**src/design/lea_pkg.sv**
```systemverilog
// ----------------------------------------------------------------------------
// LEA-128 package
// Shared word types, register indexes and the rotate and delta helpers.
// ----------------------------------------------------------------------------
package lea_pkg;

    localparam int CFG_IDX_W = 2;

    localparam logic [CFG_IDX_W-1:0] CFG_KEY_LOW  = 2'd0;
    localparam logic [CFG_IDX_W-1:0] CFG_KEY_HIGH = 2'd1;

    // input word: one 16-byte block plus the operation flag
    typedef struct packed {
        logic        func;
        logic [63:0] block_high;
        logic [63:0] block_low;
    } in_word_t;

    typedef struct packed {
        logic [63:0] result_high;
        logic [63:0] result_low;
    } out_word_t;

    // four 32-bit words, word 0 in the lowest bits
    typedef struct packed {
        logic [31:0] w3;
        logic [31:0] w2;
        logic [31:0] w1;
        logic [31:0] w0;
    } quad_t;

    localparam logic [31:0] DELTA_0 = 32'hc3efe9db;
    localparam logic [31:0] DELTA_1 = 32'h44626b02;
    localparam logic [31:0] DELTA_2 = 32'h79e27c8a;
    localparam logic [31:0] DELTA_3 = 32'h78df30ec;

    function automatic logic [31:0] rol32(input logic [31:0] x, input logic [4:0] n);
        logic [63:0] d;
        d = {x, x} << n;
        return d[63:32];
    endfunction

    function automatic logic [31:0] ror32(input logic [31:0] x, input logic [4:0] n);
        logic [63:0] d;
        d = {x, x} >> n;
        return d[31:0];
    endfunction

    function automatic logic [31:0] delta_word(input logic [1:0] sel);
        logic [31:0] d;
        unique case (sel)
            2'd0:    d = DELTA_0;
            2'd1:    d = DELTA_1;
            2'd2:    d = DELTA_2;
            default: d = DELTA_3;
        endcase
        return d;
    endfunction

    // final rotate of key schedule word i
    function automatic logic [4:0] ks_rot(input logic [1:0] i);
        logic [4:0] n;
        unique case (i)
            2'd0:    n = 5'd1;
            2'd1:    n = 5'd3;
            2'd2:    n = 5'd6;
            default: n = 5'd11;
        endcase
        return n;
    endfunction

endpackage

```
**src/design/lea_round_dp.sv**
```systemverilog
// ----------------------------------------------------------------------------
// LEA-128 round datapath
// Runs one ARX round per cycle on a stored round key, forward or backward.
// ----------------------------------------------------------------------------
module lea_round_dp
    import lea_pkg::*;
#(
    parameter int ROUNDS = 24,
    parameter int AW     = 5
)
(
    input  logic          clk,
    input  logic          rst_n,
    input  logic          in_valid,
    output logic          in_stall,
    input  in_word_t      in_word,
    output logic          out_valid,
    input  logic          out_stall,
    output out_word_t     out_word,
    input  logic          sched_busy,
    output logic          rd_en,
    output logic [AW-1:0] rd_addr,
    input  quad_t         rd_data
);

    localparam logic [1:0] ST_IDLE = 2'd0;
    localparam logic [1:0] ST_RUN  = 2'd1;
    localparam logic [1:0] ST_FIN  = 2'd2;

    localparam logic [AW-1:0] LAST_ADDR = AW'(ROUNDS - 1);

    logic [1:0]    state_reg;
    logic [1:0]    state_next;
    logic          dec_reg;
    logic [AW-1:0] addr_reg;
    logic [AW-1:0] addr_next;
    quad_t         x_reg;
    quad_t         enc_x;
    quad_t         dec_x;
    logic          out_valid_reg;
    out_word_t     out_word_reg;
    logic          accept;
    logic          last;
    logic          out_load;
    logic [31:0]   p1;
    logic [31:0]   p2;

    assign in_stall = (state_reg != ST_IDLE) || sched_busy;
    assign accept   = in_valid && !in_stall;
    assign last     = dec_reg ? (addr_reg == '0) : (addr_reg == LAST_ADDR);
    assign addr_next = dec_reg ? (addr_reg - 1'b1) : (addr_reg + 1'b1);
    assign out_load = (state_reg == ST_FIN) && (!out_valid_reg || !out_stall);

    // forward round
    always_comb
    begin
        enc_x.w0 = rol32((x_reg.w0 ^ rd_data.w0) + (x_reg.w1 ^ rd_data.w1), 5'd9);
        enc_x.w1 = ror32((x_reg.w1 ^ rd_data.w2) + (x_reg.w2 ^ rd_data.w1), 5'd5);
        enc_x.w2 = ror32((x_reg.w2 ^ rd_data.w3) + (x_reg.w3 ^ rd_data.w1), 5'd3);
        enc_x.w3 = x_reg.w0;
    end

    // backward round
    always_comb
    begin
        p1 = (ror32(x_reg.w0, 5'd9) - (x_reg.w3 ^ rd_data.w0)) ^ rd_data.w1;
        p2 = (rol32(x_reg.w1, 5'd5) - (p1 ^ rd_data.w2)) ^ rd_data.w1;
        dec_x.w0 = x_reg.w3;
        dec_x.w1 = p1;
        dec_x.w2 = p2;
        dec_x.w3 = (rol32(x_reg.w2, 5'd3) - (p2 ^ rd_data.w3)) ^ rd_data.w1;
    end

    always_comb
    begin
        state_next = state_reg;
        rd_en      = 1'b0;
        rd_addr    = addr_next;
        unique case (state_reg)
            ST_IDLE:
            begin
                if (accept)
                begin
                    rd_en      = 1'b1;
                    rd_addr    = in_word.func ? LAST_ADDR : '0;
                    state_next = ST_RUN;
                end
            end
            ST_RUN:
            begin
                if (last)
                    state_next = ST_FIN;
                else
                    rd_en = 1'b1;
            end
            ST_FIN:
            begin
                if (out_load)
                    state_next = ST_IDLE;
            end
            default:
            begin
                state_next = ST_IDLE;
            end
        endcase
    end

    always_ff @(posedge clk or negedge rst_n)
    begin
        if (!rst_n)
        begin
            state_reg     <= ST_IDLE;
            out_valid_reg <= 1'b0;
        end
        else
        begin
            state_reg <= state_next;
            if (out_load)
                out_valid_reg <= 1'b1;
            else if (!out_stall)
                out_valid_reg <= 1'b0;
        end
    end

    always_ff @(posedge clk)
    begin
        if (rd_en)
            addr_reg <= rd_addr;
        if (accept)
        begin
            dec_reg  <= in_word.func;
            x_reg.w0 <= in_word.block_low[31:0];
            x_reg.w1 <= in_word.block_low[63:32];
            x_reg.w2 <= in_word.block_high[31:0];
            x_reg.w3 <= in_word.block_high[63:32];
        end
        else if (state_reg == ST_RUN)
            x_reg <= dec_reg ? dec_x : enc_x;
        if (out_load)
        begin
            out_word_reg.result_low  <= {x_reg.w1, x_reg.w0};
            out_word_reg.result_high <= {x_reg.w3, x_reg.w2};
        end
    end

    assign out_valid = out_valid_reg;
    assign out_word  = out_word_reg;

endmodule

```
**config.mk**
```make
export PLATFORM = sky130hd
export DESIGN_NAME = lea_round_dp
export DESIGN_NICKNAME = d
export VERILOG_FILES = /design/src/design/lea_pkg.sv /design/src/design/lea_round_dp.sv
export SDC_FILE = /design/constraint.sdc
export NUM_CORES = 1
export LEC_CHECK = 0
export BUFFER_PORTS_ARGS = -buffer_cell sky130_fd_sc_hd__clkbuf_2
export CORE_ASPECT_RATIO = 0.5
export CORE_MARGIN = 2
export CORE_UTILIZATION = 25
export CTS_BUF_LIST = sky130_fd_sc_hd__clkbuf_8
export DETAILED_ROUTE_END_ITERATION = 6
export SLEW_MARGIN = 20
export SYNTH_ARGS = -nofsm -noshare
export SYNTH_HDL_FRONTEND = slang
export SYNTH_SLANG_ARGS = --single-unit
```
**constraint.sdc**
```tcl
create_clock -name clk -period 9.7 [get_ports clk]
set_input_delay 0.485 -clock clk [delete_from_list [all_inputs] [get_ports clk]]
set_output_delay 0.485 -clock clk [all_outputs]
set_load 0.05 [all_outputs]
```
== Word level (Yosys, flattened, before mapping) ==
Cells that the tools add are included.

* Register bits after elaboration: 265
* Input bits: 262
* Output and inout bits: 136
* Logic and storage cells: 66

* Add/subtract/negate cells: 8
* Eq/ne operators: 7
* Multiplexer cells: 17
* Bitwise operators: 12
* Reduce and logical (&&, ||, !) cells: 12

{| class="wikitable"
|+ Operator list
! operator !! number
|-
| $mux W128 || 3
|-
| $xor A32 B32 Y32 || 12
|-
| $add A32 B32 Y32 || 3
|-
| $sub A32 B32 Y32 || 3
|-
| $mux W5 || 4
|-
| $mux W2 || 3
|-
| $ne A2 B2 Y1 const B || 3
|-
| $pmux W2 S3 || 1
|-
| $add A5 B1 Y5 const B || 1
|-
| $eq A5 B5 Y1 const B || 1
|-
| $logic_not A5 Y1 || 1
|-
| $mux W1 || 5
|-
| $sub A5 B1 Y5 const B || 1
|-
| $reduce_bool A2 Y1 || 2
|-
| $logic_not A1 Y1 || 3
|-
| $reduce_and A3 Y1 || 1
|-
| $eq A2 B1 Y1 const B || 1
|-
| $eq A2 B2 Y1 const B || 1
|-
| $logic_and A1 B1 Y1 || 2
|-
| $logic_not A2 Y1 || 1
|-
| $logic_or A1 B1 Y1 || 2
|-
| $ne A2 B1 Y1 const B || 1
|-
| $pmux W1 S2 || 1
|}

== Longest topological paths before layout ==
* Depth after elaboration: 12
* Mapped depth: 34
* Gate-level depth less buffers: 34

== Worst setup path after synthesis ==
Ideal clock, no wire load.

* Path kind: register to register
* Start point: register state_reg[0]
* End point: register out_word_reg (netlist bit out_word[0]), enable pin
* Setup time: 0.658 ns
* Arrival time: 6.744 ns
* Required time: 9.042 ns
* Slack: 2.298 ns
* Stages on the path, launching flop included: 3
* Buffers on the path: 0
* Clock period less this slack: 7.402 ns
* Cells stage by stage: dfrtp_1 -> nand2b_1 -> a21oi_1

* Word-level cells in the longest chain between the ends: 2

{| class="wikitable"
|+ RTL lines
! item !! line !! RTL
|-
| start, declared || lea_round_dp.sv:32 || <nowiki>logic [1:0] state_reg;</nowiki>
|-
| start signal, assigned || lea_round_dp.sv:117 || <nowiki>state_reg <= state_next;</nowiki>
|-
| $eq A2 B2 Y1 || lea_round_dp.sv:52 || <nowiki>assign out_load = (state_reg == ST_FIN) && (!out_valid_reg || !out_stall);</nowiki>
|-
| $logic_and A1 B1 Y1 || lea_round_dp.sv:52 ||
|-
| named net out_load || lea_round_dp.sv:44 || <nowiki>logic out_load;</nowiki>
|-
| end, declared || lea_round_dp.sv:41 || <nowiki>out_word_t out_word_reg;</nowiki>
|}

The timed path passes the listed nets, and every way through them passes these cells.
A chain may end at the register's enable or synchronous reset.

== Final worst setup path ==
* Start point: register x_reg (netlist bit dec_x[0])
* End point: register x_reg (netlist bit dec_x[31]), data pin

* Word-level cells in the longest chain between the ends: 12

{| class="wikitable"
|+ RTL lines
! item !! line !! RTL
|-
| start, declared || lea_round_dp.sv:37 || <nowiki>quad_t x_reg;</nowiki>
|-
| start signal, assigned || lea_round_dp.sv:138 || <nowiki>x_reg <= dec_reg ? dec_x : enc_x;</nowiki>
|-
| $xor A32 B32 Y32 || lea_round_dp.sv:66 || <nowiki>p1 = (ror32(x_reg.w0, 5'd9) - (x_reg.w3 ^ rd_data.w0)) ^ rd_data.w1;</nowiki>
|-
| $sub A32 B32 Y32 || lea_round_dp.sv:66 ||
|-
| $xor A32 B32 Y32 || lea_round_dp.sv:66 ||
|-
| $xor A32 B32 Y32 || lea_round_dp.sv:67 || <nowiki>p2 = (rol32(x_reg.w1, 5'd5) - (p1 ^ rd_data.w2)) ^ rd_data.w1;</nowiki>
|-
| $sub A32 B32 Y32 || lea_round_dp.sv:67 ||
|-
| $xor A32 B32 Y32 || lea_round_dp.sv:67 ||
|-
| $xor A32 B32 Y32 || lea_round_dp.sv:71 || <nowiki>dec_x.w3 = (rol32(x_reg.w2, 5'd3) - (p2 ^ rd_data.w3)) ^ rd_data.w1;</nowiki>
|-
| $sub A32 B32 Y32 || lea_round_dp.sv:71 ||
|-
| $xor A32 B32 Y32 || lea_round_dp.sv:71 ||
|-
| $mux W128 || lea_round_dp.sv:138 ||
|-
| $mux W128 || lea_round_dp.sv:137 || <nowiki>else if (state_reg == ST_RUN)</nowiki>
|-
| $mux W128 || lea_round_dp.sv:129 || <nowiki>if (accept)</nowiki>
|}

Every way passes these cells. The select of a mux whose other input is x is not followed.

==> flow_metrics.py <==
metrics = {
    "clock_tree": {
        "post_cts_resized": 0,
        "worstSkewPairLatency_ns": 0.68,
        "ctsHtreeMaxLevel": 2,
        "cts.clk_slew.worst_paths_ns": 0.07,
        "cts-root-to-sink-buffers": 3,
        "cts_tree": "yes",
        "clkSinkCount": 265,
        "cts-root-buf": "sky130_fd_sc_hd__clkbuf_8",
        "cts-buffers-inserted": 48,
    },
    "worst_setup_path": {
        "timing.critical_path.from_type": "flop",
        "rr_worst_depth": 33,
        "cpMostUsedCell": "sky130_fd_sc_hd__xnor2_1",
        "cp_data_required_time_ns": 10.10,
        "path_class": "reg -> reg",
        "worst_setup_path_end_kind": "flop",
        "critical-path-max-stage-delay_ns": 0.50,
        "crit_path_top_delay_cell": "sky130_fd_sc_hd__ha_1",
        "critPathArrivalTime_ns": 8.88,
        "crit_fanout": 8,
        "ff2ff_setup_slack_ns": 1.22,
    },
    "logic_synthesis": {
        "post_synth.cell_area_avg_um2": 9.379,
        "post-synth-top-area-fraction_pct": 34.32,
        "synth.net_count": 2902,
        "synth_cells": 2444,
        "synth.top_cells.by_area": "sky130_fd_sc_hd__edfxtp_1, sky130_fd_sc_hd__xnor2_1, sky130_fd_sc_hd__ha_1",
        "ys.warnings.count": 0,
        "yosys.area.top_type": "sky130_fd_sc_hd__edfxtp_1",
        "async_set_or_reset_flop_fraction_in_the_synthesized_netlist_pct": 1.132,
        "dominant_synthesized_flop_cell": "sky130_fd_sc_hd__edfxtp_1",
        "mappedNetlistArea_um2": 22920,
        "synth.ff_latch_count": 265,
        "yosys.cell_types.count": 71,
        "synth_edf_count": 262,
        "synth_seq_area_share_pct": 34.65,
    },
    "floorplan": {
        "core_um2": 90760,
        "io-pin-count": 398,
        "die_width_um": 432.2,
        "fp.dieArea_um2": 94270,
        "die_y_um": 218.1,
        "starting_density_of_the_core_pct": 25.26,
        "rows": 78,
    },
    "finish": {
        "largest_register_ff_count": 128,
        "nets": 3274,
        "fillerInstances": 9636,
        "drive_gt1_share_pct": 17.59,
        "synthToLayoutAreaGrowth_pct": 19.17,
    },
    "global_route": {
        "grt_pass1_vias": 20113,
        "largest_net_degree_at_the_start_of_global_routing": 126,
        "leftover_overflow_at_the_end_of_global_routing": 0,
        "antenna_violations_before_repair": 11,
        "track_usage_pct": 20.85,
        "global_route_wire_length_before_repair_um": 142200,
    },
    "sta": {
        "post-route-period-util_pct": 87.39,
        "setup-violations-final": 0,
        "setup_tns_ns": 0,
        "rsz_0062_raised_after_global_routing": "false",
        "worst_clock_skew_ns": 0.04284,
        "clock.fmax_mhz": 118.0,
        "final-hold-violation-count": 0,
        "slew_headroom_pct": 22.12,
        "worstMarginPinSlew_ns": 1.166,
        "number_of_pins_with_negative_max_slew_slack_in_the_final_report": 0,
        "period_minus_slack_ns": 8.477,
    },
    "drt": {
        "viasPerCell": 5.150,
        "drt.antenna.violating_nets": 0,
        "dr_iter_0_viols": 1985,
        "detail_route.wl_per_cell_um": 25.38,
        "remaining_routing_drc_violations": 0,
        "firstDrtPassIters": 6,
        "drt-total-wl_um": 103200,
        "via_count": 20931,
    },
    "flow_run": {
        "drv_cap": 0,
    },
    "placed_design": {
        "finalWeightedCongestion": 0.9493,
        "count_of_input_and_output_buffers": 397,
        "detail_placement_hpwl_um": 83410,
    },
    "worst_hold_path": {
        "worst_hold_path_type": "in -> reg",
        "min_delay_path_depth": 1,
    },
    "run_status": {
        "run_status": "complete, no violations",
    },
}
critical path, delay by kind of cell (launching register included):
kind                       cells  cell delay [ns]
DFF                            1             0.46
xor gates and xnor gates       5             0.92
AOI/OAI and AO/OA             16             3.89
muxes                          2             0.30
and+or+nand+nor                6             1.05
adders and majority gates      4             1.56
routing by layer:
layer / wire length (um) / GRT usage (%) / vias to the layer above
met5: 0 / 0 / -
met4: 4643 / 9.417 / 0
met3: 5895 / 2.154 / 174
met2: 49750 / 35.58 / 873
met1: 42870 / 26.65 / 10282
li1: - / - / 9602
layout by cell type (no fill, tap or decap), types with 8 or more instances in the layout:
cell and n:
sky130_fd_sc_hd__o211ai_1 10, sky130_fd_sc_hd__buf_4 17, sky130_fd_sc_hd__and2_1 9, sky130_fd_sc_hd__and3_1 25, sky130_fd_sc_hd__nand2b_1 30, sky130_fd_sc_hd__a221o_1 12
sky130_fd_sc_hd__diode_2 10, sky130_fd_sc_hd__nor2b_1 26, sky130_fd_sc_hd__edfxtp_1 262, sky130_fd_sc_hd__a211oi_1 16, sky130_fd_sc_hd__nand3_1 36, sky130_fd_sc_hd__mux2i_1 15
sky130_fd_sc_hd__nor3_1 36, sky130_fd_sc_hd__nand2_1 154, sky130_fd_sc_hd__xor2_1 266, sky130_fd_sc_hd__a31oi_1 27, sky130_fd_sc_hd__o21ai_1 59, sky130_fd_sc_hd__o22ai_1 8
sky130_fd_sc_hd__nor2_1 190, sky130_fd_sc_hd__a21o_1 93, sky130_fd_sc_hd__inv_1 68, sky130_fd_sc_hd__o21ai_0 97, sky130_fd_sc_hd__clkbuf_2 397, sky130_fd_sc_hd__clkinv_1 9
sky130_fd_sc_hd__ha_1 189, sky130_fd_sc_hd__nand4_1 12, sky130_fd_sc_hd__clkbuf_8 51, sky130_fd_sc_hd__o21a_1 36, sky130_fd_sc_hd__xnor2_1 271, sky130_fd_sc_hd__a21oi_1 260
sky130_fd_sc_hd__o21bai_1 18, sky130_fd_sc_hd__or3_1 14
cell families (layout without fill, tap and decap cells):
group	after synthesis	after routing	synth area share, %
buffers and inverters	155	565	2.538
adder cells (fa/ha/maj)	196	196	10.93
flip-flops	265	265	34.65
AND/OR/NAND/NOR	565	565	11.37
multiplexers	15	15	0.6550
other	0	10	0
AO/OA/AOI/OAI	710	710	19.24
XOR/XNOR	538	538	20.62
cells in the mapped netlist (4+ instances only):
| master | number |
|---|---|
| sky130_fd_sc_hd__a211o_1 | 6 |
| sky130_fd_sc_hd__a211oi_1 | 16 |
| sky130_fd_sc_hd__a21boi_1 | 5 |
| sky130_fd_sc_hd__a21o_1 | 93 |
| sky130_fd_sc_hd__a21oi_1 | 261 |
| sky130_fd_sc_hd__a221o_1 | 12 |
| sky130_fd_sc_hd__a221oi_1 | 4 |
| sky130_fd_sc_hd__a31oi_1 | 27 |
| sky130_fd_sc_hd__a41o_1 | 4 |
| sky130_fd_sc_hd__a41oi_1 | 5 |
| sky130_fd_sc_hd__and2_1 | 9 |
| sky130_fd_sc_hd__and3_1 | 25 |
| sky130_fd_sc_hd__buf_1 | 11 |
| sky130_fd_sc_hd__clkbuf_1 | 83 |
| sky130_fd_sc_hd__edfxtp_1 | 262 |
| sky130_fd_sc_hd__fa_1 | 7 |
| sky130_fd_sc_hd__ha_1 | 189 |
| sky130_fd_sc_hd__inv_1 | 61 |
| sky130_fd_sc_hd__mux2i_1 | 15 |
| sky130_fd_sc_hd__nand2_1 | 156 |
| sky130_fd_sc_hd__nand2b_1 | 30 |
| sky130_fd_sc_hd__nand3_1 | 36 |
| sky130_fd_sc_hd__nand4_1 | 12 |
| sky130_fd_sc_hd__nor2_1 | 191 |
| sky130_fd_sc_hd__nor2b_1 | 26 |
| sky130_fd_sc_hd__nor3_1 | 36 |
| sky130_fd_sc_hd__nor3b_1 | 7 |
| sky130_fd_sc_hd__o2111ai_1 | 4 |
| sky130_fd_sc_hd__o211ai_1 | 10 |
| sky130_fd_sc_hd__o21a_1 | 36 |
| sky130_fd_sc_hd__o21ai_0 | 97 |
| sky130_fd_sc_hd__o21ai_1 | 59 |
| sky130_fd_sc_hd__o21bai_1 | 18 |
| sky130_fd_sc_hd__o22ai_1 | 8 |
| sky130_fd_sc_hd__o31a_1 | 5 |
| sky130_fd_sc_hd__o31ai_1 | 4 |
| sky130_fd_sc_hd__o41ai_1 | 4 |
| sky130_fd_sc_hd__or2_2 | 5 |
| sky130_fd_sc_hd__or3_1 | 14 |
| sky130_fd_sc_hd__or4_1 | 7 |
| sky130_fd_sc_hd__xnor2_1 | 271 |
| sky130_fd_sc_hd__xor2_1 | 266 |
final cells by class:
type	instances	area, um2	share of cell area [%]
repair buffers	416	2145	7.851
multi-input cells	2024	14430	52.81
flip-flops and latches	265	7943	29.08
well taps	1200	1501	5.497
inverters	61	231.5	0.8474
clock inverters	37	342.8	1.255
diodes	10	25.02	0.09161
clock buffers	51	701.9	2.570
through the flow:
step | hold slack (ns) | worst slack, ns | std cells | instance area, um2 | util (%)
6_report | 0.05091 | 1.223 | 4064 | 27320 | 30.10
5_1_grt | 0.02121 | 0.8024 | 4061 | 27310 | 30.09
2_1_floorplan | 0.1894 | 2.298 | 2444 | 22920 | -
4_1_cts | 0.01687 | 1.470 | 4054 | 27290 | 30.07
3_3_place_gp | 0.2827 | 1.450 | 3965 | 26240 | 28.91
3_5_place_dp | 0.2864 | 1.403 | 3965 | 26240 | 28.91
timing repair:
| item | CTS | global route |
|---|---|---|
| endpoints found under the hold margin | 3 | 0 |
| buffers inserted | 0 | 0 |
| hold buffers | 1 | 0 |
worst paths after layout:
path / from / endpoint
worst max-delay path: dec_x[0] / dec_x[31]
worst min-delay path: in_word[128] / dec_reg
worst max register to register: dec_x[0] / dec_x[31]
worst min register to register: state_reg[1] / state_reg[1]
max in group asynchronous: rst_n / state_reg[1]
min in group asynchronous: rst_n / out_valid
Power is left out: the tool's default activity adds up to more than one toggle a clock period on the data nets, which glitch-free logic cannot reach.
